--- src/sv/fastfood_hadamard_projection_top_macros.svh ---
// Assertion macros used by the top level of the projection block.
`ifndef FASTFOOD_HADAMARD_PROJECTION_TOP_MACROS_SVH
`define FASTFOOD_HADAMARD_PROJECTION_TOP_MACROS_SVH

`ifndef SYNTH

// Consequent must hold in the same cycle as the antecedent.
`define FHP_ASSERT_IMP(lbl, ante, cons) \
  lbl: assert property (@(posedge clk_i) disable iff (!rst_ni) (ante) |-> (cons)) \
    else $error("projection check failed");

// Consequent must hold in the cycle after the antecedent.
`define FHP_ASSERT_NXT(lbl, ante, cons) \
  lbl: assert property (@(posedge clk_i) disable iff (!rst_ni) (ante) |=> (cons)) \
    else $error("projection check failed");

// Expression must never be true.
`define FHP_ASSERT_NEVER(lbl, expr) \
  lbl: assert property (@(posedge clk_i) disable iff (!rst_ni) !(expr)) \
    else $error("projection check failed");

`else

`define FHP_ASSERT_IMP(lbl, ante, cons)
`define FHP_ASSERT_NXT(lbl, ante, cons)
`define FHP_ASSERT_NEVER(lbl, expr)

`endif

`endif

--- src/sv/fhp_ram.sv ---
// Generic synchronous RAM with one write port and two registered read ports.
module fhp_ram #(
  parameter int WIDTH = 32,
  parameter int DEPTH = 64,
  localparam int AW = $clog2(DEPTH)
) (
  input  logic             clk_i,
  input  logic             we_i,
  input  logic [AW-1:0]    waddr_i,
  input  logic [WIDTH-1:0] wdata_i,
  input  logic [AW-1:0]    raddr0_i,
  input  logic [AW-1:0]    raddr1_i,
  output logic [WIDTH-1:0] rdata0_o,
  output logic [WIDTH-1:0] rdata1_o
);

  logic [WIDTH-1:0] mem_q [DEPTH];
  logic [WIDTH-1:0] rdata0_q;
  logic [WIDTH-1:0] rdata1_q;

  // Write port.
  always_ff @(posedge clk_i) begin
    if (we_i) begin
      mem_q[waddr_i] <= wdata_i;
    end
  end

  // Registered read ports.
  always_ff @(posedge clk_i) begin
    rdata0_q <= mem_q[raddr0_i];
    rdata1_q <= mem_q[raddr1_i];
  end

  assign rdata0_o = rdata0_q;
  assign rdata1_o = rdata1_q;

endmodule

--- config.mk ---
export PLATFORM = sky130hd
export DESIGN_NAME = fhp_ram
export DESIGN_NICKNAME = d
export VERILOG_FILES = /design/src/sv/fastfood_hadamard_projection_top_macros.svh /design/src/sv/fhp_ram.sv
export SDC_FILE = /design/constraint.sdc
export NUM_CORES = 2
export LEC_CHECK = 0
export BUFFER_PORTS_ARGS = -buffer_cell sky130_fd_sc_hd__buf_2
export CAP_MARGIN = 20
export CORE_AREA = 3 3 433 435
export DETAILED_ROUTE_END_ITERATION = 10
export DIE_AREA = 0 0 436 438
export PLACE_DENSITY = 0.68
export SYNTH_ARGS = -nofsm -noshare
export SYNTH_HDL_FRONTEND = slang
export SYNTH_SLANG_ARGS = --single-unit
--- constraint.sdc ---
create_clock -name clk_i -period 9.9 [get_ports clk_i]
set_input_delay 0.99 -clock clk_i [delete_from_list [all_inputs] [get_ports clk_i]]
set_output_delay 0.99 -clock clk_i [all_outputs]
set_load 0.01 [all_outputs]
# After elaboration in Yosys (flattened, before gate mapping)
# Memory sizes are Yosys's and may differ from the RTL's. A register that Yosys moved wholly into a read port is not among the register bits.
# Index checks and enable logic that the tools add are counted.
# classes
muxes,2
# ops
op,n
1-bit two-way mux,2
# word_totals
input_bits,52
wordCells,3
mem_count,1
ff_bits,0
output_inout_bits,64
mem_bits_rw,2048
# mem_list
name,words,width,rd,rd_clocked_by_memory_dff,wr,line,rtl
mem_q,64,32,2,2,1,fhp_ram.sv:17,logic [WIDTH-1:0] mem_q [DEPTH];

# Depth between registers and ports, before layout
# depth
ltp_word,2
mapped_depth,10

# Worst setup path after synthesis
# No wires, ideal clock.
# synth_timing
kind,input -> register
from,input port waddr_i[3]
to,"memory mem_q[48][0], enable pin"
required_ns,9.439
setup_time_ns,0.461
path_buffers,1
cell_stages,4
t_arrival_ns,3.720
setup_slack_ns,5.719
cell_sequence,clkbuf_1 -> nor2b_1 -> nand4b_1 -> nor3_1
# synth_lines
item,line,rtl
"start, declared",fhp_ram.sv:9,"input logic [AW-1:0] waddr_i,"
"end, declared",fhp_ram.sv:17,
# Straight into the memory's write port.

==> metrics <==
met1 Use GR 42.44%; initial antenna violation count 23; routed vias 52,160; Filler Cells Inserted 13,130; Min Clock Period, post-route 4.185 ns; Slowest cell on crit path buf_4; PwrDens 183.4 mW/mm2; first drt pass iteration count 7; number of global-route vias before repair 52,070; FF+latch count, synth 2,112; CP arrival 4.88 ns; gr ovfl total 0; P_leak 33.38 nW; Root Driver clkbuf_16; M3 GR Usage 8.630%; DRT iter0 DRCs 7,276; gr busiest metal met2; die width 436 um; WL/cell 40.14 um; Synth top area share 64.29%; Sink Count 2,112; Primary FF master, synth edfxtp_1; ys async rst share 0%; Final nets 4,598; Syn Inst Count 4,412; VDD IR max 0.2005 mV; Core Area 0.1835 mm2; TritonCTS buffer count 207; initial core utilization 52.14%; DR vias/cell 7.241; overall fraction of global-route tracks in use 30.48%; FF+latch area 0.06278 mm2; Yosys warning total 0; max_cap viols 0; Seq/Total Area, Yosys 65.63%; first-pass GRT wire length 405,500 um; Max Freq 239.0 MHz; number of synthesized flops with an enable pin 2,048; actual slew at the worst max-slew pin 1.218 ns; GR Layer Usage met2 46.24%; CTS H-tree lvls 4; RSZ-0062 raised after global routing no; Fin Setup TNS 0 ns; cell accounting for the most synthesized area edfxtp_1; setup bufs post-CTS 0; Max FO, Critical Path 108; endpoints failing setup 0; syn nets 4,464; largest net degree at the start of global routing 119; top post-synthesis cells by area edfxtp_1, mux4_2, mux2i_1; worst hold slack 0.4283 ns; DRT antenna net count 0; gpl congestion 0.8130; fin. max-slew vios 0; Max-slew headroom 18.82%; max incr delay on CP 0.69 ns; CP required 10.59 ns; area of the multi-input gates 0.03165 mm2; synthesized area 0.09566 mm2; CTS Hold Buffers Added 0; nature of the critical path endpoint flop; die area 0.1910 mm2; CTS resizes 0; Avg Cell Area, Syn 21.68 um2; CTS tree built; Post-Route Skew 0.02786 ns; status finished, final reports clean; fraction of layout cells with a size suffix above 1 38.55%; crit share post-route 42.27%; area grow syn2layout 11.61%; Clock Latency Late Sink 0.86 ns; Die Ht 438 um; Post-DP HPWL 156,500 um; commonest non-fill, non-tap cell in the layout edfxtp_1; routed wire length 289,200 um; Site Rows 157; WS Path Type input pin to flop; commonest non-fill, non-tap cells in the layout edfxtp_1, mux4_2, clkbuf_16; PortBufs 115; CP Cell Sequence buf_8 > buf_12 > buf_4 > mux4_2 > a22oi_1 > nand2_1 > o21ai_1 > o22ai_1; DRC errors left 0; Final Hold Fails 0; Clk pin slew, worst setup/hold paths 0.06 ns; post-synth cell types 38; # IOs 116; CP startpoint kind input pin; Max Buffers Root-to-Sink 3; Post-Route Utilization 58.19%; Worst Hold Class input pin to flop
[critical path, delay by kind of cell]
kind	cells	cell delay, ns
AO/OA/AOI/OAI	3	0.81
multiplexers	1	0.58
buffers and inverters	3	1.74
AND/OR/NAND/NOR	1	0.24
[final timing paths]
| kind | end | depth (start not counted) | slack [ns] | from |
|---|---|---|---|---|
| worst min register to register | rdata0_o[26] | 5 | 0.88 | mem_q[16][26] |
| worst min-delay path | mem_q[57][12] | 1 | 0.43 | wdata_i[12] |
| worst max register to register | rdata1_o[16] | 4 | 7.32 | mem_q[15][16] |
| worst max-delay path | rdata0_o[22] | 8 | 5.72 | raddr0_i[0] |
[metal layers]
layer  vias up  wire length, um
li1      19810                -
met1     28080           104500
met2      3621           133800
met3       639            37420
met4        14            13370
met5         -               82
[final cells by class]
type	instances	share of cell area, %
diodes	16	0.03750
inverters	1	0.003516
clock inverters	126	1.218
repair buffers	272	2.174
flip-flops and latches	2112	58.80
well taps	2464	2.888
multi-input cells	1952	29.64
clock buffers	261	5.233
[cell families after synthesis]
group	count (synthesis)	share of synthesized area [%]
simple gates	248	1.133
compound gates	340	2.392
mux	1364	29.02
buf+inv	348	1.826
flops	2112	65.63
[registers in the layout, indices dropped and copies added (netlist names)]
name      flops
mem_q      2048
rdata0_o     32
rdata1_o     32
[cell usage after synthesis (11+ instances only)]
master    count
o221ai_1     16
o211ai_1     27
a22oi_1      85
a211oi_1     15
buf_4        55
nor2b_1      19
buf_6        11
buf_2       121
nand2_1      93
nor2_1       94
o21ai_0      18
mux2i_1     204
mux4_2     1124
dfxtp_1      64
o21ai_1      31
a221oi_1     13
buf_1        25
edfxtp_1   2048
mux2_2       36
clkbuf_1    135
o22ai_1      56
a21oi_1      58
[through the flow]
step | instances | setup slack [ns] | power (W) | area [um2]
2_1_floorplan | 4412 | 5.719 | 0.01108 | 95660
3_3_place_gp | 6774 | 4.931 | 0.01170 | 99260
3_5_place_dp | 6775 | 4.917 | 0.01171 | 99280
4_1_cts | 7162 | 5.825 | 0.01963 | 106200
5_1_grt | 7201 | 5.361 | 0.02011 | 106800
6_report | 7204 | 5.715 | 0.01958 | 106800
[report_power, final]
part           switching (W)  leakage [nW]  internal (W)
Combinational       0.000942          11.0      0.000658
Sequential         0.0000649          19.0       0.00990
Clock                0.00341          3.38       0.00461
(Power assumes the default switching activity.)
