`config.mk`:
```
export PLATFORM = sky130hd
export DESIGN_NAME = fhp_outq
export DESIGN_NICKNAME = d
export VERILOG_FILES = /design/src/sv/fastfood_hadamard_projection_top_macros.svh /design/src/sv/fhp_pkg.sv /design/src/sv/fhp_outq.sv
export SDC_FILE = /design/constraint.sdc
export NUM_CORES = 1
export LEC_CHECK = 0
export BUFFER_PORTS_ARGS = -buffer_cell sky130_fd_sc_hd__buf_4
export CAP_MARGIN = 20
export CORE_UTILIZATION = 51
export DETAILED_ROUTE_END_ITERATION = 8
export GPL_TIMING_DRIVEN = 0
export PLACE_DENSITY = 0.76
export SLEW_MARGIN = 5
export SYNTH_ARGS = -nofsm -noshare
export SYNTH_HDL_FRONTEND = slang
export SYNTH_SLANG_ARGS = --single-unit
export TNS_END_PERCENT = 100
```
`constraint.sdc`:
```
create_clock -name clk_i -period 6.05 [get_ports clk_i]
set_clock_uncertainty 0.1 [all_clocks]
set_input_delay 0.9075 -clock clk_i [delete_from_list [all_inputs] [get_ports clk_i]]
set_output_delay 0.9075 -clock clk_i [all_outputs]
set_load 0.005 [all_outputs]
```
`src/sv/fastfood_hadamard_projection_top_macros.svh`:
```
// Assertion macros used by the top level of the projection block.
`ifndef FASTFOOD_HADAMARD_PROJECTION_TOP_MACROS_SVH
`define FASTFOOD_HADAMARD_PROJECTION_TOP_MACROS_SVH

`ifndef SYNTH

// Consequent must hold in the same cycle as the antecedent.
`define FHP_ASSERT_IMP(lbl, ante, cons) \
  lbl: assert property (@(posedge clk_i) disable iff (!rst_ni) (ante) |-> (cons)) \
    else $error("projection check failed");

// Consequent must hold in the cycle after the antecedent.
`define FHP_ASSERT_NXT(lbl, ante, cons) \
  lbl: assert property (@(posedge clk_i) disable iff (!rst_ni) (ante) |=> (cons)) \
    else $error("projection check failed");

// Expression must never be true.
`define FHP_ASSERT_NEVER(lbl, expr) \
  lbl: assert property (@(posedge clk_i) disable iff (!rst_ni) !(expr)) \
    else $error("projection check failed");

`else

`define FHP_ASSERT_IMP(lbl, ante, cons)
`define FHP_ASSERT_NXT(lbl, ante, cons)
`define FHP_ASSERT_NEVER(lbl, expr)

`endif

`endif

```
`src/sv/fhp_pkg.sv`:
```
// Shared types, constants and helper functions of the projection block.
package fhp_pkg;

  // Row and table geometry.
  localparam int MAX_LEN  = 64;
  localparam int ADDR_W   = $clog2(MAX_LEN);
  localparam int SIZE_W   = 3;
  localparam int SIZE_MIN = 1;
  localparam int SIZE_MAX = $clog2(MAX_LEN);
  localparam logic [SIZE_W-1:0] SIZE_RESET = SIZE_W'(6);

  // Arithmetic widths.
  localparam int GAIN_W   = 16;
  localparam int SAMPLE_W = 16;
  localparam int VALUE_W  = 32;
  localparam int Q_SHIFT  = 12;
  // Magnitude after the first transform is at most 2^15 * MAX_LEN.
  localparam int MID_W    = SAMPLE_W + ADDR_W + 1;
  localparam int PROD_W   = GAIN_W + MID_W;
  localparam int SCALED_W = PROD_W - Q_SHIFT;

  // Stream payload widths, padded to whole bytes.
  localparam int IN_BITS     = ADDR_W + 1 + GAIN_W + ADDR_W + SAMPLE_W;
  localparam int IN_TDATA_W  = ((IN_BITS + 7) / 8) * 8;
  localparam int OUT_BITS    = VALUE_W + ADDR_W;
  localparam int OUT_TDATA_W = ((OUT_BITS + 7) / 8) * 8;

  typedef enum logic {
    MODE_LOAD,
    MODE_SAMPLE
  } mode_e;

  typedef enum logic [1:0] {
    ST_IDLE,
    ST_BFLY,
    ST_GATHER,
    ST_EMIT
  } state_e;

  typedef struct packed {
    logic [ADDR_W-1:0]        perm;
    logic signed [GAIN_W-1:0] gain;
    logic                     negate;
  } tbl_entry_t;

  typedef struct packed {
    mode_e                      mode;
    logic [ADDR_W-1:0]          position;
    logic                       negate;
    logic signed [GAIN_W-1:0]   gain;
    logic [ADDR_W-1:0]          source_position;
    logic signed [SAMPLE_W-1:0] sample;
  } in_item_t;

  typedef struct packed {
    logic signed [VALUE_W-1:0] value;
    logic [ADDR_W-1:0]         position;
    logic                      last;
  } out_item_t;

  typedef struct packed {
    logic                      we;
    logic [ADDR_W-1:0]         waddr;
    logic signed [VALUE_W-1:0] wdata;
    logic [ADDR_W-1:0]         raddr0;
    logic [ADDR_W-1:0]         raddr1;
  } buf_req_t;

  typedef struct packed {
    logic              we;
    logic [ADDR_W-1:0] waddr;
    tbl_entry_t        wdata;
    logic [ADDR_W-1:0] raddr0;
    logic [ADDR_W-1:0] raddr1;
  } tbl_req_t;

  typedef struct packed {
    logic      push;
    out_item_t item;
  } out_req_t;

  typedef struct packed {
    logic              busy;
    logic [ADDR_W-1:0] fill;
    logic [ADDR_W-1:0] mask;
  } eng_stat_t;

  // Clamp the size register into the supported range of log2 lengths.
  function automatic logic [SIZE_W-1:0] size_sat(input logic [SIZE_W-1:0] raw);
    logic [SIZE_W-1:0] s;
    s = raw;
    if (s < SIZE_W'(SIZE_MIN)) s = SIZE_W'(SIZE_MIN);
    if (s > SIZE_W'(SIZE_MAX)) s = SIZE_W'(SIZE_MAX);
    return s;
  endfunction

  // Row length minus one for a clamped log2 length.
  function automatic logic [ADDR_W-1:0] len_mask(input logic [SIZE_W-1:0] s);
    logic [ADDR_W:0] n;
    n = (ADDR_W + 1)'(1) << s;
    return ADDR_W'(n - (ADDR_W + 1)'(1));
  endfunction

endpackage

```
`src/sv/fhp_outq.sv`:
```
// Two-entry result queue that decouples memory reads from the output stream.
module fhp_outq (
  input  logic               clk_i,
  input  logic               rst_ni,
  input  fhp_pkg::out_req_t  req_i,
  input  logic               m_ready_i,
  output logic               m_valid_o,
  output fhp_pkg::out_item_t m_item_o,
  output logic               ready_o
);

  logic [1:0]         cnt_q, cnt_d;
  fhp_pkg::out_item_t ent0_q, ent0_d;
  fhp_pkg::out_item_t ent1_q, ent1_d;
  logic               pop;
  logic [2:0]         occ;

  assign m_valid_o = (cnt_q != 2'd0);
  assign m_item_o  = ent0_q;
  assign pop       = m_valid_o && m_ready_i;

  // A read issued now lands in the next cycle, so the read in flight counts as taken.
  assign occ     = 3'(cnt_q) + 3'(req_i.push) - 3'(pop);
  assign ready_o = (occ < 3'd2);

  // Queue update on push and pop.
  always_comb begin
    cnt_d  = cnt_q;
    ent0_d = ent0_q;
    ent1_d = ent1_q;
    case ({req_i.push, pop})
      2'b10: begin
        if (cnt_q == 2'd0) ent0_d = req_i.item;
        else ent1_d = req_i.item;
        cnt_d = cnt_q + 2'd1;
      end
      2'b01: begin
        ent0_d = ent1_q;
        cnt_d  = cnt_q - 2'd1;
      end
      2'b11: begin
        if (cnt_q == 2'd1) begin
          ent0_d = req_i.item;
        end else begin
          ent0_d = ent1_q;
          ent1_d = req_i.item;
        end
      end
      default: begin
        cnt_d = cnt_q;
      end
    endcase
  end

  always_ff @(posedge clk_i or negedge rst_ni) begin
    if (!rst_ni) begin
      cnt_q <= 2'd0;
    end else begin
      cnt_q <= cnt_d;
    end
  end

  always_ff @(posedge clk_i) begin
    ent0_q <= ent0_d;
    ent1_q <= ent1_d;
  end

endmodule

```
* Yosys cells after proc, flatten, opt, wreduce, memory -nomap -nowiden
Index checks and enable logic that the tools add are counted.
** Word-level totals
- Bits in registers :: 80
- Input bits :: 43
- Output and inout port bits :: 41
- Logic and storage cells :: 34
** Operators by class
- $add $sub $neg :: 4
- Magnitude comparators :: 1
- Equal/unequal tests :: 7
- Muxes and demuxes :: 7
- Reduce and logical (&&, ||, !) cells :: 8
** Operators with widths (count)
- $mux W39 :: 4
- $pmux W39 S3 :: 1
- $pmux W39 S2 :: 1
- $ne A2 B2 Y1 const B :: 3
- $reduce_bool A2 Y1 :: 3
- $eq A2 B1 Y1 const B :: 2
- $eq A2 B2 Y1 const B :: 2
- $pmux W2 S2 :: 1
- $add A2 B1 Y3 :: 1
- $lt A3 B2 Y1 const B :: 1
- $reduce_and A3 Y1 :: 1
- $reduce_bool A3 Y1 :: 1
- $sub A3 B1 Y3 :: 1
- $add A2 B1 Y2 const B :: 1
- $logic_not A2 Y1 :: 1
- $reduce_and A2 Y1 :: 1
- $sub A2 B1 Y2 const B :: 1
- $logic_and A1 B1 Y1 :: 1

* Longest topological paths before layout
- Depth in word-level cells :: 5
- Gate-level depth with buffers :: 8
- Depth with buffers taken out :: 8

* Worst setup path before layout
OpenSTA, ideal clock, no wires.
- Kind :: input to register
- Start point :: in req_i[39] in the netlist's numbering
- End point :: reg ent1_q[0] in the netlist's numbering, enable pin
- Library setup time :: 0.495 ns
- Arrival :: 3.903 ns
- Required time :: 5.455 ns
- Setup slack :: 1.553 ns
- Stages on the path :: 2
- Buffers on the path :: 0
- Cells stage by stage :: inv_1 a211oi_1
** Between the ends
- Word-level cells in the longest chain between the ends :: 3
- Elaborated cells on any way between the ends :: 6
- Classes of those cells :: eq/ne: 4; reduce/logical: 2
** RTL lines
- start: declaration :: RTL line fhp_outq.sv:5 : input fhp_pkg::out_req_t req_i,
- $eq A2 B2 Y1 :: RTL line fhp_outq.sv:31 : case ({req_i.push, pop})
- $ne A2 B2 Y1 (no source line) / $reduce_bool A2 Y1 (equally long branches)
- $reduce_and A3 Y1 (no source line) (*)
- end signal: assignment :: RTL line fhp_outq.sv:65 : ent1_q <= ent1_d;
- end: declaration :: RTL line fhp_outq.sv:14 : fhp_pkg::out_item_t ent1_q, ent1_d;
Mark *: on every way between the ends. The rest lies on a longest branch, timed or not.
A chain may end at the register's enable or synchronous reset.

* Final worst setup path
- Start point :: reg cnt_q[1]
- End point :: out ready_o
** Between the ends
- Word-level cells in the longest chain between the ends :: 4
- Elaborated cells on any way between the ends :: 5
- Classes of those cells :: add/sub: 2; order compare: 1; reduce/logical: 2
** RTL lines
- start: declaration :: RTL line fhp_outq.sv:12 : logic [1:0] cnt_q, cnt_d;
- start signal: assignment :: RTL line fhp_outq.sv:59 : cnt_q <= cnt_d;
- parallel branches: the longest is 2 deep, another holds $add A2 B1 Y3
- $sub A3 B1 Y3 (*) :: RTL line fhp_outq.sv:23 : assign occ = 3'(cnt_q) + 3'(req_i.push) - 3'(pop);
- $lt A3 B2 Y1 (*) :: RTL line fhp_outq.sv:24 : assign ready_o = (occ < 3'd2);
- end: declaration :: RTL line fhp_outq.sv:9 : output logic ready_o
Mark *: on every way between the ends.

==> results.cfg <==
[global_routing]
grt_usage = 0.1792
grt_max_degree = 25
grt_pass1_vias = 1625
grt_overflow = 0
grt_pass1_wl_mm = 8.024
antenna_found_initial = 0

[floorplan]
start_util = 0.5445
io_pins = 84
dieArea_mm2 = 0.006337
die_height_um = 79.61
die_w_um = 79.61
rows = 27
core-area_mm2 = 0.005642

[worst_setup_path]
startpoint = cnt_q[1]$_DFFE_PN0P_
start_kind = flip-flop
worstSetupPathType = reg -> out
crit_fanout = 4
rr_startpoint = cnt_q[1]$_DFFE_PN0P_
cp-end-kind = output pin
regToRegSetupSlack_ns = 3.82
rr_endpoint = m_item_o[5]$_DFFE_PP_
arrival_ns = 2.40
required_ns = 5.04
reg2reg_depth = 5

[cells_and_area]
instances_no_fill = 320
final_net_count = 289
insertedDiodeCount = 0
syn2layout_area_growth_pct = 33.56
drive_gt1_frac = 0.5927
final_util = 0.7272
nFillCells = 364

[route]
routed_via_density = 4.959
firstDrtPassIters = 4
vias = 1587
drtIter0Drc = 52
post-route-drc-count = 0
ant_nets = 0
wl_mm = 5.169
detail_route.wl_per_cell_um = 16.15

[synthesis]
synth_cell_type_count = 21
syn-mean-instance-area_um2 = 21.04
synth.area.top_cells = edfxtp_1 76%, mux2_2 11%, mux2_4 4.9%, dfrtp_1 1.6%, xnor2_1 0.86%
ys_seq_area_frac = 0.7788
synthArstFlopShare = 0.02500
syn_nets = 192
synth_commonest_cells = 78 x edfxtp_1, 29 x mux2_2, 10 x mux2_4
syn_area_mm2 = 0.003072
yosys.area.top_type = edfxtp_1
ys_ff_latch = 80
yosysWarnings = 0
synth_enable_flop_cells = 78
synth.most_common_cell = edfxtp_1
synth-main-ff-cell = edfxtp_1
synth_top_area_frac = 0.7625
syn_inst = 146

[place]
pre_cts_ws_ns = 2.786
io_buffers = 83
hpwl_mm = 3.628
dp.cells = 304
place_congestion = 0.7060

[sta]
relSlewSlack = 0.5308
fin_crit_sh = 0.5625
worst_pin_slew_ns = 0.7015
period_needed_ns = 3.403
slew_violations = 0
rsz0062_at_grt = no
setup_tns_ns = 0
fmax_mhz = 293.9
hold_viol_final = 0
setup_viol_count_final = 0
setup_ws_ns = 2.647

[clocking]
holdBufCountCts = 0
clock_latency_ns = 0.33
tritoncts = yes
cts_sinks = 80
cts_max_path_buffers = 2
cts_root_buffer = clkbuf_8
path_clk_slew_ns = 0.07
htreeDepth = 3
post_cts_buffers = 0
cts_buffers = 9
cts_resized = 0

[job]
max_cap_violations = 0

[power]
ir_drop_v = 0.0003477
p_leak_nw = 1.612
powerDensity_mw_per_mm2 = 469.9
power_mw = 1.928

[hold_path]
hp-class = in -> async

[run_status]
status = finished clean
==> power by group <==
part           total [mW]  internal [mW]  switching (mW)
registers           0.884          0.837          0.0470
clock network       0.458          0.275           0.183
logic               0.586          0.320           0.266
total                1.93           1.43           0.497
==> per-layer routing <==
| layer | vias up | track usage | part of all wire |
|---|---|---|---|
| met5 | - | 0 | 0 |
| met3 | 5 | 0.05829 | 0.060 |
| met2 | 57 | 0.2863 | 0.51 |
| met4 | 0 | 0.08182 | 0.0091 |
| met1 | 770 | 0.2216 | 0.42 |
| li1 | 755 | - | - |
==> through the flow <==
| stage | hold slack [ns] | cell area, um2 |
|---|---|---|
| detailed placement | 0.4336 | 3866 |
| finish | 0.2409 | 4103 |
| global route | 0.2181 | 4103 |
| CTS | 0.2221 | 4103 |
| global placement | 0.4267 | 3785 |
| floorplan | 0.4246 | 3072 |
==> cell usage in the layout (no fill, tap or decap), types with 2 or more instances in the layout <==
master and count:
buf_4 83, edfxtp_1 78, mux2_2 29, mux2_4 10
clkbuf_8 9, inv_1 4, buf_8 3, xnor2_1 3
bufinv_16 3, nand2_1 2, buf_2 2, nor2_1 2
ha_1 2, clkinvlp_4 2, clkbuf_1 2, dfrtp_1 2
==> cell type report <==
type | count | area [um2] | area share
repair buffers | 86 | 680.7 | 0.1659
clock buffers | 11 | 131.4 | 0.03202
flip-flops and latches | 80 | 2392 | 0.5831
plain buffers | 4 | 36.28 | 0.008844
clock inverters | 5 | 105.1 | 0.02562
inverters | 4 | 15.01 | 0.003660
multi-input cells | 58 | 651.9 | 0.1589
well taps | 72 | 90.09 | 0.02196
==> sequential cells by signal, summed over array words and instances, names as in the netlist <==
name      flops
cnt_q         2
ent1_q       39
m_item_o     39
==> cell families (layout without fill, tap and decap cells) <==
kind of cell	after synthesis	in the layout	synth area share
simple gates	7	7	0.01345
mux	39	39	0.1552
compound gates	5	5	0.009369
buf+inv	8	110	0.01670
fa+ha+maj	4	4	0.01792
xor+xnor	3	3	0.008556
flops	80	80	0.7788
==> how the worst max path moves through the flow <==
stage | end | slack (ns) | depth (start not counted)
2_1_floorplan | ent1_q[0]$_DFFE_PP_ | 1.55 | 2
3_3_place_gp | ent1_q[37]$_DFFE_PP_ | -0.02 | 3
3_5_place_dp | ready_o | 2.79 | 8
4_1_cts | ready_o | 2.62 | 9
5_1_grt | ready_o | 2.43 | 9
6_report | ready_o | 2.65 | 9
==> critical path: stages (launching register included) <==
cell	delay (ns)
dfrtp_1	0.41
inv_1	0.16
ha_1	0.32
nor2b_4	0.08
xnor2_1	0.23
nor2_1	0.10
fa_1	0.39
xnor2_1	0.13
nor2_1	0.11
buf_4	0.12
Note: power is estimated with default switching activity, not from simulation.
