**src/sv/fastfood_hadamard_projection_top_macros.svh**
```systemverilog
// Assertion macros used by the top level of the projection block.
`ifndef FASTFOOD_HADAMARD_PROJECTION_TOP_MACROS_SVH
`define FASTFOOD_HADAMARD_PROJECTION_TOP_MACROS_SVH

`ifndef SYNTH

// Consequent must hold in the same cycle as the antecedent.
`define FHP_ASSERT_IMP(lbl, ante, cons) \
  lbl: assert property (@(posedge clk_i) disable iff (!rst_ni) (ante) |-> (cons)) \
    else $error("projection check failed");

// Consequent must hold in the cycle after the antecedent.
`define FHP_ASSERT_NXT(lbl, ante, cons) \
  lbl: assert property (@(posedge clk_i) disable iff (!rst_ni) (ante) |=> (cons)) \
    else $error("projection check failed");

// Expression must never be true.
`define FHP_ASSERT_NEVER(lbl, expr) \
  lbl: assert property (@(posedge clk_i) disable iff (!rst_ni) !(expr)) \
    else $error("projection check failed");

`else

`define FHP_ASSERT_IMP(lbl, ante, cons)
`define FHP_ASSERT_NXT(lbl, ante, cons)
`define FHP_ASSERT_NEVER(lbl, expr)

`endif

`endif

```
**src/sv/fhp_pkg.sv**
```systemverilog
// Shared types, constants and helper functions of the projection block.
package fhp_pkg;

  // Row and table geometry.
  localparam int MAX_LEN  = 64;
  localparam int ADDR_W   = $clog2(MAX_LEN);
  localparam int SIZE_W   = 3;
  localparam int SIZE_MIN = 1;
  localparam int SIZE_MAX = $clog2(MAX_LEN);
  localparam logic [SIZE_W-1:0] SIZE_RESET = SIZE_W'(6);

  // Arithmetic widths.
  localparam int GAIN_W   = 16;
  localparam int SAMPLE_W = 16;
  localparam int VALUE_W  = 32;
  localparam int Q_SHIFT  = 12;
  // Magnitude after the first transform is at most 2^15 * MAX_LEN.
  localparam int MID_W    = SAMPLE_W + ADDR_W + 1;
  localparam int PROD_W   = GAIN_W + MID_W;
  localparam int SCALED_W = PROD_W - Q_SHIFT;

  // Stream payload widths, padded to whole bytes.
  localparam int IN_BITS     = ADDR_W + 1 + GAIN_W + ADDR_W + SAMPLE_W;
  localparam int IN_TDATA_W  = ((IN_BITS + 7) / 8) * 8;
  localparam int OUT_BITS    = VALUE_W + ADDR_W;
  localparam int OUT_TDATA_W = ((OUT_BITS + 7) / 8) * 8;

  typedef enum logic {
    MODE_LOAD,
    MODE_SAMPLE
  } mode_e;

  typedef enum logic [1:0] {
    ST_IDLE,
    ST_BFLY,
    ST_GATHER,
    ST_EMIT
  } state_e;

  typedef struct packed {
    logic [ADDR_W-1:0]        perm;
    logic signed [GAIN_W-1:0] gain;
    logic                     negate;
  } tbl_entry_t;

  typedef struct packed {
    mode_e                      mode;
    logic [ADDR_W-1:0]          position;
    logic                       negate;
    logic signed [GAIN_W-1:0]   gain;
    logic [ADDR_W-1:0]          source_position;
    logic signed [SAMPLE_W-1:0] sample;
  } in_item_t;

  typedef struct packed {
    logic signed [VALUE_W-1:0] value;
    logic [ADDR_W-1:0]         position;
    logic                      last;
  } out_item_t;

  typedef struct packed {
    logic                      we;
    logic [ADDR_W-1:0]         waddr;
    logic signed [VALUE_W-1:0] wdata;
    logic [ADDR_W-1:0]         raddr0;
    logic [ADDR_W-1:0]         raddr1;
  } buf_req_t;

  typedef struct packed {
    logic              we;
    logic [ADDR_W-1:0] waddr;
    tbl_entry_t        wdata;
    logic [ADDR_W-1:0] raddr0;
    logic [ADDR_W-1:0] raddr1;
  } tbl_req_t;

  typedef struct packed {
    logic      push;
    out_item_t item;
  } out_req_t;

  typedef struct packed {
    logic              busy;
    logic [ADDR_W-1:0] fill;
    logic [ADDR_W-1:0] mask;
  } eng_stat_t;

  // Clamp the size register into the supported range of log2 lengths.
  function automatic logic [SIZE_W-1:0] size_sat(input logic [SIZE_W-1:0] raw);
    logic [SIZE_W-1:0] s;
    s = raw;
    if (s < SIZE_W'(SIZE_MIN)) s = SIZE_W'(SIZE_MIN);
    if (s > SIZE_W'(SIZE_MAX)) s = SIZE_W'(SIZE_MAX);
    return s;
  endfunction

  // Row length minus one for a clamped log2 length.
  function automatic logic [ADDR_W-1:0] len_mask(input logic [SIZE_W-1:0] s);
    logic [ADDR_W:0] n;
    n = (ADDR_W + 1)'(1) << s;
    return ADDR_W'(n - (ADDR_W + 1)'(1));
  endfunction

endpackage

```
**src/sv/fhp_engine.sv**
```systemverilog
// Sequencer and datapath: sample capture, butterfly passes, gain gather and emission.
module fhp_engine (
  input  logic                                 clk_i,
  input  logic                                 rst_ni,
  input  logic                                 cfg_we_i,
  input  logic [fhp_pkg::SIZE_W-1:0]           cfg_wdata_i,
  input  logic                                 in_valid_i,
  input  fhp_pkg::in_item_t                    in_item_i,
  output logic                                 in_ready_o,
  output fhp_pkg::tbl_req_t                    tbl_req_o,
  input  fhp_pkg::tbl_entry_t                  tbl_rd0_i,
  input  fhp_pkg::tbl_entry_t                  tbl_rd1_i,
  output fhp_pkg::buf_req_t                    buf_a_req_o,
  output fhp_pkg::buf_req_t                    buf_b_req_o,
  input  logic signed [fhp_pkg::VALUE_W-1:0]   buf_a_rd0_i,
  input  logic signed [fhp_pkg::VALUE_W-1:0]   buf_a_rd1_i,
  input  logic signed [fhp_pkg::VALUE_W-1:0]   buf_b_rd0_i,
  input  logic signed [fhp_pkg::VALUE_W-1:0]   buf_b_rd1_i,
  input  logic                                 q_ready_i,
  output fhp_pkg::out_req_t                    out_req_o,
  output fhp_pkg::eng_stat_t                   stat_o
);

  fhp_pkg::state_e                   state_q, state_d;
  logic [fhp_pkg::SIZE_W-1:0]        size_q, size_d;
  logic [fhp_pkg::ADDR_W-1:0]        fill_q, fill_d;
  logic [fhp_pkg::ADDR_W-1:0]        idx_q, idx_d;
  logic                              done_q, done_d;
  logic [fhp_pkg::SIZE_W-1:0]        pass_q, pass_d;
  logic                              second_q, second_d;
  logic                              src_q, src_d;
  logic                              s1_v_q, s1_v_d;
  logic                              s2_v_q, s2_v_d;
  logic [fhp_pkg::ADDR_W-1:0]        s1_idx_q;
  logic [fhp_pkg::ADDR_W-1:0]        s2_idx_q;
  logic signed [fhp_pkg::GAIN_W-1:0] s2_gain_q;

  logic [fhp_pkg::SIZE_W-1:0]        s_eff;
  logic [fhp_pkg::SIZE_W-1:0]        pass_last;
  logic [fhp_pkg::ADDR_W-1:0]        mask;
  logic [fhp_pkg::ADDR_W-1:0]        h;
  logic                              in_fire;
  logic                              issue;
  logic                              pipe_empty;
  logic                              apply_sign;

  logic signed [fhp_pkg::VALUE_W-1:0]  src_rd0, src_rd1;
  logic signed [fhp_pkg::VALUE_W-1:0]  a_v, b_v, bfly_res;
  logic signed [fhp_pkg::MID_W-1:0]    g_x;
  logic signed [fhp_pkg::PROD_W-1:0]   prod;
  logic signed [fhp_pkg::SCALED_W-1:0] scaled;

  logic                               wr_v;
  logic                               wr_to_a;
  logic [fhp_pkg::ADDR_W-1:0]         wr_addr;
  logic signed [fhp_pkg::VALUE_W-1:0] wr_data;
  logic [fhp_pkg::ADDR_W-1:0]         rd_addr0;
  logic [fhp_pkg::ADDR_W-1:0]         rd_addr1;

  // Row geometry from the size register.
  assign s_eff     = fhp_pkg::size_sat(size_q);
  assign pass_last = s_eff - fhp_pkg::SIZE_W'(1);
  assign mask      = fhp_pkg::len_mask(s_eff);
  assign h         = fhp_pkg::ADDR_W'(1) << pass_q;

  assign in_ready_o = (state_q == fhp_pkg::ST_IDLE);
  assign in_fire    = in_valid_i && in_ready_o;
  assign pipe_empty = !s1_v_q && !s2_v_q;
  assign apply_sign = (pass_q == '0) && !second_q;

  // Sequencer: passes, element counter and buffer ping-pong.
  always_comb begin
    state_d  = state_q;
    size_d   = size_q;
    fill_d   = fill_q;
    idx_d    = idx_q;
    done_d   = done_q;
    pass_d   = pass_q;
    second_d = second_q;
    src_d    = src_q;
    issue    = 1'b0;
    case (state_q)
      fhp_pkg::ST_IDLE: begin
        if (in_fire && in_item_i.mode == fhp_pkg::MODE_SAMPLE) begin
          if (fill_q == mask) begin
            fill_d   = '0;
            state_d  = fhp_pkg::ST_BFLY;
            pass_d   = '0;
            second_d = 1'b0;
            src_d    = 1'b0;
            idx_d    = '0;
            done_d   = 1'b0;
          end else begin
            fill_d = fill_q + fhp_pkg::ADDR_W'(1);
          end
        end
      end
      fhp_pkg::ST_BFLY, fhp_pkg::ST_GATHER: begin
        issue = !done_q;
        // A pass ends once every element is issued and the last write has landed.
        if (done_q && pipe_empty) begin
          src_d  = !src_q;
          done_d = 1'b0;
          if (state_q == fhp_pkg::ST_GATHER) begin
            second_d = 1'b1;
            pass_d   = '0;
            state_d  = fhp_pkg::ST_BFLY;
          end else if (pass_q == pass_last) begin
            pass_d  = '0;
            state_d = second_q ? fhp_pkg::ST_EMIT : fhp_pkg::ST_GATHER;
          end else begin
            pass_d = pass_q + fhp_pkg::SIZE_W'(1);
          end
        end
      end
      fhp_pkg::ST_EMIT: begin
        issue = !done_q && q_ready_i;
        if (done_q && pipe_empty) begin
          state_d = fhp_pkg::ST_IDLE;
          done_d  = 1'b0;
        end
      end
      default: begin
        state_d = fhp_pkg::ST_IDLE;
      end
    endcase
    if (issue) begin
      if (idx_q == mask) begin
        idx_d  = '0;
        done_d = 1'b1;
      end else begin
        idx_d = idx_q + fhp_pkg::ADDR_W'(1);
      end
    end
    // A size write drops any partial row.
    if (cfg_we_i) begin
      size_d = cfg_wdata_i;
      fill_d = '0;
    end
  end

  assign s1_v_d = issue;
  assign s2_v_d = s1_v_q && (state_q == fhp_pkg::ST_GATHER);

  // Source buffer read data.
  assign src_rd0 = src_q ? buf_b_rd0_i : buf_a_rd0_i;
  assign src_rd1 = src_q ? buf_b_rd1_i : buf_a_rd1_i;

  // Butterfly on the element and its partner; the first pass folds in the signs.
  always_comb begin
    a_v = src_rd0;
    b_v = src_rd1;
    if (apply_sign && tbl_rd0_i.negate) a_v = -src_rd0;
    if (apply_sign && tbl_rd1_i.negate) b_v = -src_rd1;
    if ((s1_idx_q & h) == '0) bfly_res = a_v + b_v;
    else bfly_res = b_v - a_v;
  end

  // Gain scaling; the arithmetic shift rounds toward minus infinity.
  assign g_x    = $signed(src_rd0[fhp_pkg::MID_W-1:0]);
  assign prod   = fhp_pkg::PROD_W'(g_x) * fhp_pkg::PROD_W'(s2_gain_q);
  assign scaled = prod[fhp_pkg::PROD_W-1:fhp_pkg::Q_SHIFT];

  // Buffer write selection.
  always_comb begin
    wr_v    = 1'b0;
    wr_to_a = src_q;
    wr_addr = s1_idx_q;
    wr_data = bfly_res;
    case (state_q)
      fhp_pkg::ST_IDLE: begin
        wr_v    = in_fire && (in_item_i.mode == fhp_pkg::MODE_SAMPLE);
        wr_to_a = 1'b1;
        wr_addr = fill_q;
        wr_data = fhp_pkg::VALUE_W'(in_item_i.sample);
      end
      fhp_pkg::ST_BFLY: begin
        wr_v = s1_v_q;
      end
      fhp_pkg::ST_GATHER: begin
        wr_v    = s2_v_q;
        wr_addr = s2_idx_q;
        wr_data = fhp_pkg::VALUE_W'(scaled);
      end
      default: begin
        wr_v = 1'b0;
      end
    endcase
  end

  // Read addresses: the gather reads its source through the permutation.
  assign rd_addr0 = (state_q == fhp_pkg::ST_GATHER) ? (tbl_rd0_i.perm & mask) : idx_q;
  assign rd_addr1 = idx_q ^ h;

  // Memory requests.
  always_comb begin
    buf_a_req_o.we     = wr_v && wr_to_a;
    buf_a_req_o.waddr  = wr_addr;
    buf_a_req_o.wdata  = wr_data;
    buf_a_req_o.raddr0 = rd_addr0;
    buf_a_req_o.raddr1 = rd_addr1;
    buf_b_req_o.we     = wr_v && !wr_to_a;
    buf_b_req_o.waddr  = wr_addr;
    buf_b_req_o.wdata  = wr_data;
    buf_b_req_o.raddr0 = rd_addr0;
    buf_b_req_o.raddr1 = rd_addr1;
    // Every six-bit position lies inside the tables.
    tbl_req_o.we              = in_fire && (in_item_i.mode == fhp_pkg::MODE_LOAD);
    tbl_req_o.waddr           = in_item_i.position;
    tbl_req_o.wdata.perm      = in_item_i.source_position;
    tbl_req_o.wdata.gain      = in_item_i.gain;
    tbl_req_o.wdata.negate    = in_item_i.negate;
    tbl_req_o.raddr0          = idx_q;
    tbl_req_o.raddr1          = rd_addr1;
  end

  // Result transfer into the queue as read data returns.
  always_comb begin
    out_req_o.push          = s1_v_q && (state_q == fhp_pkg::ST_EMIT);
    out_req_o.item.value    = src_rd0;
    out_req_o.item.position = s1_idx_q;
    out_req_o.item.last     = (s1_idx_q == mask);
  end

  assign stat_o.busy = (state_q != fhp_pkg::ST_IDLE);
  assign stat_o.fill = fill_q;
  assign stat_o.mask = mask;

  // Control registers.
  always_ff @(posedge clk_i or negedge rst_ni) begin
    if (!rst_ni) begin
      state_q  <= fhp_pkg::ST_IDLE;
      size_q   <= fhp_pkg::SIZE_RESET;
      fill_q   <= '0;
      idx_q    <= '0;
      done_q   <= 1'b0;
      pass_q   <= '0;
      second_q <= 1'b0;
      src_q    <= 1'b0;
      s1_v_q   <= 1'b0;
      s2_v_q   <= 1'b0;
    end else begin
      state_q  <= state_d;
      size_q   <= size_d;
      fill_q   <= fill_d;
      idx_q    <= idx_d;
      done_q   <= done_d;
      pass_q   <= pass_d;
      second_q <= second_d;
      src_q    <= src_d;
      s1_v_q   <= s1_v_d;
      s2_v_q   <= s2_v_d;
    end
  end

  // Pipeline payload.
  always_ff @(posedge clk_i) begin
    s1_idx_q  <= idx_q;
    s2_idx_q  <= s1_idx_q;
    s2_gain_q <= tbl_rd0_i.gain;
  end

endmodule
```
**config.mk**
```make
export PLATFORM = sky130hd
export DESIGN_NAME = fhp_engine
export DESIGN_NICKNAME = d
export VERILOG_FILES = /design/src/sv/fastfood_hadamard_projection_top_macros.svh /design/src/sv/fhp_pkg.sv /design/src/sv/fhp_engine.sv
export SDC_FILE = /design/constraint.sdc
export NUM_CORES = 1
export LEC_CHECK = 0
export BUFFER_PORTS_ARGS = -buffer_cell sky130_fd_sc_hd__buf_2
export CORE_ASPECT_RATIO = 1.25
export CORE_MARGIN = 3
export CORE_UTILIZATION = 25
export CTS_CLUSTER_SIZE = 16
export DETAILED_ROUTE_END_ITERATION = 10
export GPL_TIMING_DRIVEN = 0
export HOLD_SLACK_MARGIN = 0.12
export PLACE_DENSITY = 0.39
export RECOVER_POWER = 25
export SYNTH_ARGS = -nofsm -noshare
export SYNTH_HDL_FRONTEND = slang
export SYNTH_SLANG_ARGS = --single-unit
```
**constraint.sdc**
```tcl
create_clock -name clk_i -period 15.9 [get_ports clk_i]
set_input_delay 3.18 -clock clk_i [delete_from_list [all_inputs] [get_ports clk_i]]
set_output_delay 3.18 -clock clk_i [all_outputs]
set_load 0.02 [all_outputs]
```
After elaboration in Yosys (flattened, before gate mapping):

Cells that the tools add are included.

* flip-flop bits (word level): 53
* output and inout bits: 198
* logic and storage cells: 129

* add/subtract/negate cells: 9
* multiply operators: 1
* magnitude comparators: 2
* equal/unequal tests: 13
* shift operators: 2
* multiplexer cells: 49
* bitwise gates (word level): 4
* reductions and logical operators: 36

Operator list (count)
* $mux 32: 5
* $neg 32->32: 2
* $pmux 32 s2: 1
* $mux 6: 10
* $mul 23x16->39: 1
* $add 32x32->32: 1
* $sub 32x32->32: 1
* $mux 3: 7
* $eq 6x6->1: 3
* $reduce_bool 2->1: 7
* $logic_and 1x1->1: 13
* $add 6x1->6 const B: 2
* $and 6x6->6: 2
* $mux 1: 12
* $mux 2: 6
* $pmux 6 s2: 1
* $shl 1x3->6 const A: 2
* $reduce_and 5->1: 2
* $pmux 1 s2: 4
* $logic_not 1->1: 6
* $logic_not 6->1: 1
* $ne 2x2->1 const B: 3
* $pmux 2 s3: 1
* $pmux 3 s2: 1
* other kinds (20): 22

Logic depth before layout (Yosys ltp):

* word-level depth: 12
* depth in mapped cells: 33
* gate-level depth less buffers: 26

Worst setup path after synthesis:

Ideal clock, no wire load.

* path kind: input port to output port
* from: in buf_b_rd0_i[9] (netlist bit)
* to: out buf_b_req_o[35] (netlist bit)
* arrival time: 10.340 ns
* required time: 12.720 ns
* setup slack: 2.380 ns
* stages: 28
* path through: mux2i_1 > inv_1 > clkbuf_1 > clkbuf_1 > nand2_1 > fa_1 > inv_1 > fa_1 > inv_1 > fa_1 > inv_1 > fa_1 > fa_1 > inv_1 > fa_1 > inv_1 > ha_1 > a21o_1 > a21o_1 > a211oi_1 > and3b_1 > a21boi_1 > a31oi_1 > a31oi_1 > o21ai_0 > mux2i_1 > o21ai_0 > buf_4

RTL lines
* start: declaration: line fhp_engine.sv:17 `input logic signed [fhp_pkg::VALUE_W-1:0] buf_b_rd0_i,`
* end: declaration: line fhp_engine.sv:14 `output fhp_pkg::buf_req_t buf_b_req_o,`

==> flow_summary_export.csv <==
group,metric,value,unit
layout,area_growth,16.1,%
job,drv_cap,1,
critical_path,worstReg2RegEnd,"pass_q[1]$_DFFE_PN0P_",
route,num_vias,19462,
timing,setup_viol,0,
route,ant_nets,0,
layout,drive_gt1_frac,0.182,
die,die_w,271,um
die,fp-row-count,121,
global_route,grt_pass1_wl,136000,um
critical_path,cp_num_buf_inv,11,
layout,seqCellArea,1190,um^2
logic_synthesis,synth_fp_nets,3374,
layout,fin_util,0.293,
global_route,grt_pass1_vias,20936,
hold_path,hp-start,"idx_q[3]$_DFFE_PN0P_",
route,drc,0,
clock_tree,cts-root-buf,"clkbuf_16",
logic_synthesis,synth-edff-count,0,
route,dr_wl_met2,47000,um
logic_synthesis,syn_inst,2642,
route,met3_length,3880,um
clock_tree,cts_sinks,53,
hold_path,holdPathEnd,"s1_idx_q[3]$_DFF_P_",
logic_synthesis,synth_top_area_frac,0.327,
die,chipHeight,338,um
logic_synthesis,yosysWarnings,0,
critical_path,worstRegToRegCells,13,
global_route,antenna_found_initial,22,
critical_path,crit_family,"adder cells",
placed_design,portBuffers,373,
timing,relSlewSlack,-0.0327,
logic_synthesis,postSynthAreaPerCell,8.34,um^2
critical_path,critPathKind,"in2out",
timing,worst_pin_slew,1.55,ns
route,wirelength,91500,um
logic_synthesis,synth_cell_type_count,100,
route,routed.top_layer,"met5",
timing,hold_violations,0,
logic_synthesis,synth-seq-area-share,0.0540,
timing,setup_ws,0.381,ns
logic_synthesis,synthFlopType,"dfxtp_1",
global_route,grt_max_degree,26,
placed_design,dpl_cell_area,25400,um^2
die,start_util,0.253,
timing,period_share,0.976,
logic_synthesis,ys_ff_latch,53,
logic_synthesis,synth_top_cell_by_area,"fa_1",
timing,tns,0,ns
clock_tree,numCtsBuffers,5,
route,routedWlPerCell,21.8,um
clock_tree,cts_tree,"built",
layout,final_cell_area,25600,um^2
die,num_io_pins,426,
hold_path,min_path_cells,0,
logic_synthesis,synth-async-reset-ratio,0.472,
run_status,failed_checks,"max-capacitance violations, max-slew violations",
clock_tree,cts.clk_slew.worst_paths,0.09,ns
die,die_area,91700,um^2
route,drt_first_iter_violations,911,
clock_tree,cts_setup_buffers,0,
critical_path,cp_data_arrival_time,12.34,ns
clock_tree,clockBufferDepth,2,
critical_path,reg2reg_from,"size_q[1]$_DFFE_PN1P_",
timing,finalCriticalPeriod,15.52,ns
placed_design,place_congestion,0.859,
critical_path,end_kind,"output pin",
timing,rsz0062_at_grt,"false",
critical_path,slowest_delay,0.74,ns
placed_design,dpl.hpwl,79100,um
hold_path,hold_path_class,"reg2reg",
route,met1Wirelength,38600,um
timing,skew,0.0164,ns
logic_synthesis,synth_area_leaders,"fa_1 (33%), ha_1 (8.2%), inv_1 (8.0%)",
global_route,grt_use_total,0.199,
layout,fillers,9692,
placed_design,post-place-ws,0.212,ns
route,vias_per_cell,4.63,
critical_path,crit_required,12.72,ns
critical_path,crit_slowest_cell,"a31oi_1",
global_route,overflow,0,
critical_path,crit_fanout,10,
timing,slew_violations,26,
clock_tree,clkLatencyLatePin,0.34,ns
clock_tree,htree_num_levels,2,
run_status,status,"complete, but fails checks",
layout,nNetsFinal,3755,
route,dr.pass1.iters,7,
layout,multi_input_area,17900,um^2
critical_path,worst-r2r-setup-slack,11.14,ns
die,core_area,87200,um^2
critical_path,critPathLaunchType,"input port",
timing,fmax,64.4,MHz
logic_synthesis,synthesis.area,22000,um^2
[through the flow]
step                std cells  hold WS, ns
floorplan                2642        0.475
global placement         4183        0.380
detailed placement       4184        0.384
CTS                      4192        0.417
global route             4195        0.432
finish                   4200        0.415
[how the worst max path moves through the flow]
stage / cells past startpoint / endpoint / startpoint
finish: 30 / buf_b_req_o[43] / buf_b_rd0_i[10]
global route: 30 / buf_b_req_o[43] / buf_b_rd0_i[10]
CTS: 29 / buf_b_req_o[43] / buf_b_rd0_i[9]
detailed placement: 29 / buf_b_req_o[43] / buf_b_rd0_i[9]
global placement: 29 / buf_b_req_o[43] / buf_b_rd0_i[9]
floorplan: 28 / buf_b_req_o[35] / buf_b_rd0_i[9]
[area by class of cell]
type,count,area share
Multi-Input combinational cell,1914,0.699
Inverter,471,0.0692
Antenna cell,8,0.000783
Buffer,204,0.0470
Tap cell,1168,0.0572
Timing Repair Buffer,374,0.0730
Clock inverter,2,0.00162
Sequential cell,53,0.0465
Clock buffer,6,0.00543
[cell usage after synthesis, types with 8 or more instances]
cell type and instances:
nand2b_1 10, inv_1 467, a31oi_1 25, nor2_1 91
o21bai_1 8, xnor2_1 110, a22oi_1 12, a41oi_1 8
fa_1 360, nand3_1 39, nor4_1 11, nor3_1 47
dfrtp_1 23, nand2_1 303, nor3b_1 16, clkbuf_1 92
xor2_1 56, a21o_1 44, a211oi_1 10, mux2i_1 50
nand4_1 11, buf_1 14, o22ai_1 14, mux2_2 28
o21ai_0 69, and3_1 12, o31ai_1 14, or2_2 8
ha_1 144, and2_1 154, or3_1 9, a21oi_1 102
nor2b_1 10, dfxtp_1 28, buf_4 86, o221ai_1 20
[logic make-up (layout without fill, tap and decap cells)]
| group | after synthesis | after routing | share of synthesized area |
|---|---|---|---|
| compound gates | 397 | 397 | 0.120 |
| xor+xnor | 169 | 169 | 0.0682 |
| simple gates | 763 | 763 | 0.175 |
| mux | 81 | 81 | 0.0394 |
| fa+ha+maj | 504 | 504 | 0.409 |
| buf+inv | 675 | 1057 | 0.135 |
| other cells | 0 | 8 | 0 |
| flops | 53 | 53 | 0.0540 |
[routing by layer]
layer,global-route usage,up-vias
met5,0,-
met2,0.370,501
li1,-,9156
met3,0.0236,88
met1,0.249,9703
met4,0.0369,14
[cell usage in the layout (no fill, tap or decap), types with 28 or more instances in the layout]
cell	count
buf_4	87
a21o_1	44
clkbuf_1	100
inv_1	467
nand2_1	303
nor2_1	91
and2_1	153
fa_1	360
xor2_1	56
buf_2	368
dfxtp_1	28
xnor2_1	110
mux2i_1	50
ha_1	144
nor3_1	47
a21oi_1	102
nand3_1	39
o21ai_0	69
[sequential cells by signal (all words and copies together) (netlist names), 2 cells and up]
name / flops
s2_idx_q: 6
s1_idx_q: 6
size_q: 3
s2_gain_q: 16
idx_q: 6
pass_q: 3
fill_q: 6
state_q: 2
[repair_timing]
item | in CTS | in global routing
hold buffers | 0 | 0
resized for setup | 0 | 1
setup endpoints to repair | 0 | 7
Power is not shown: default switching activity piles up to over one toggle a cycle in this logic, so the estimate is an artifact.
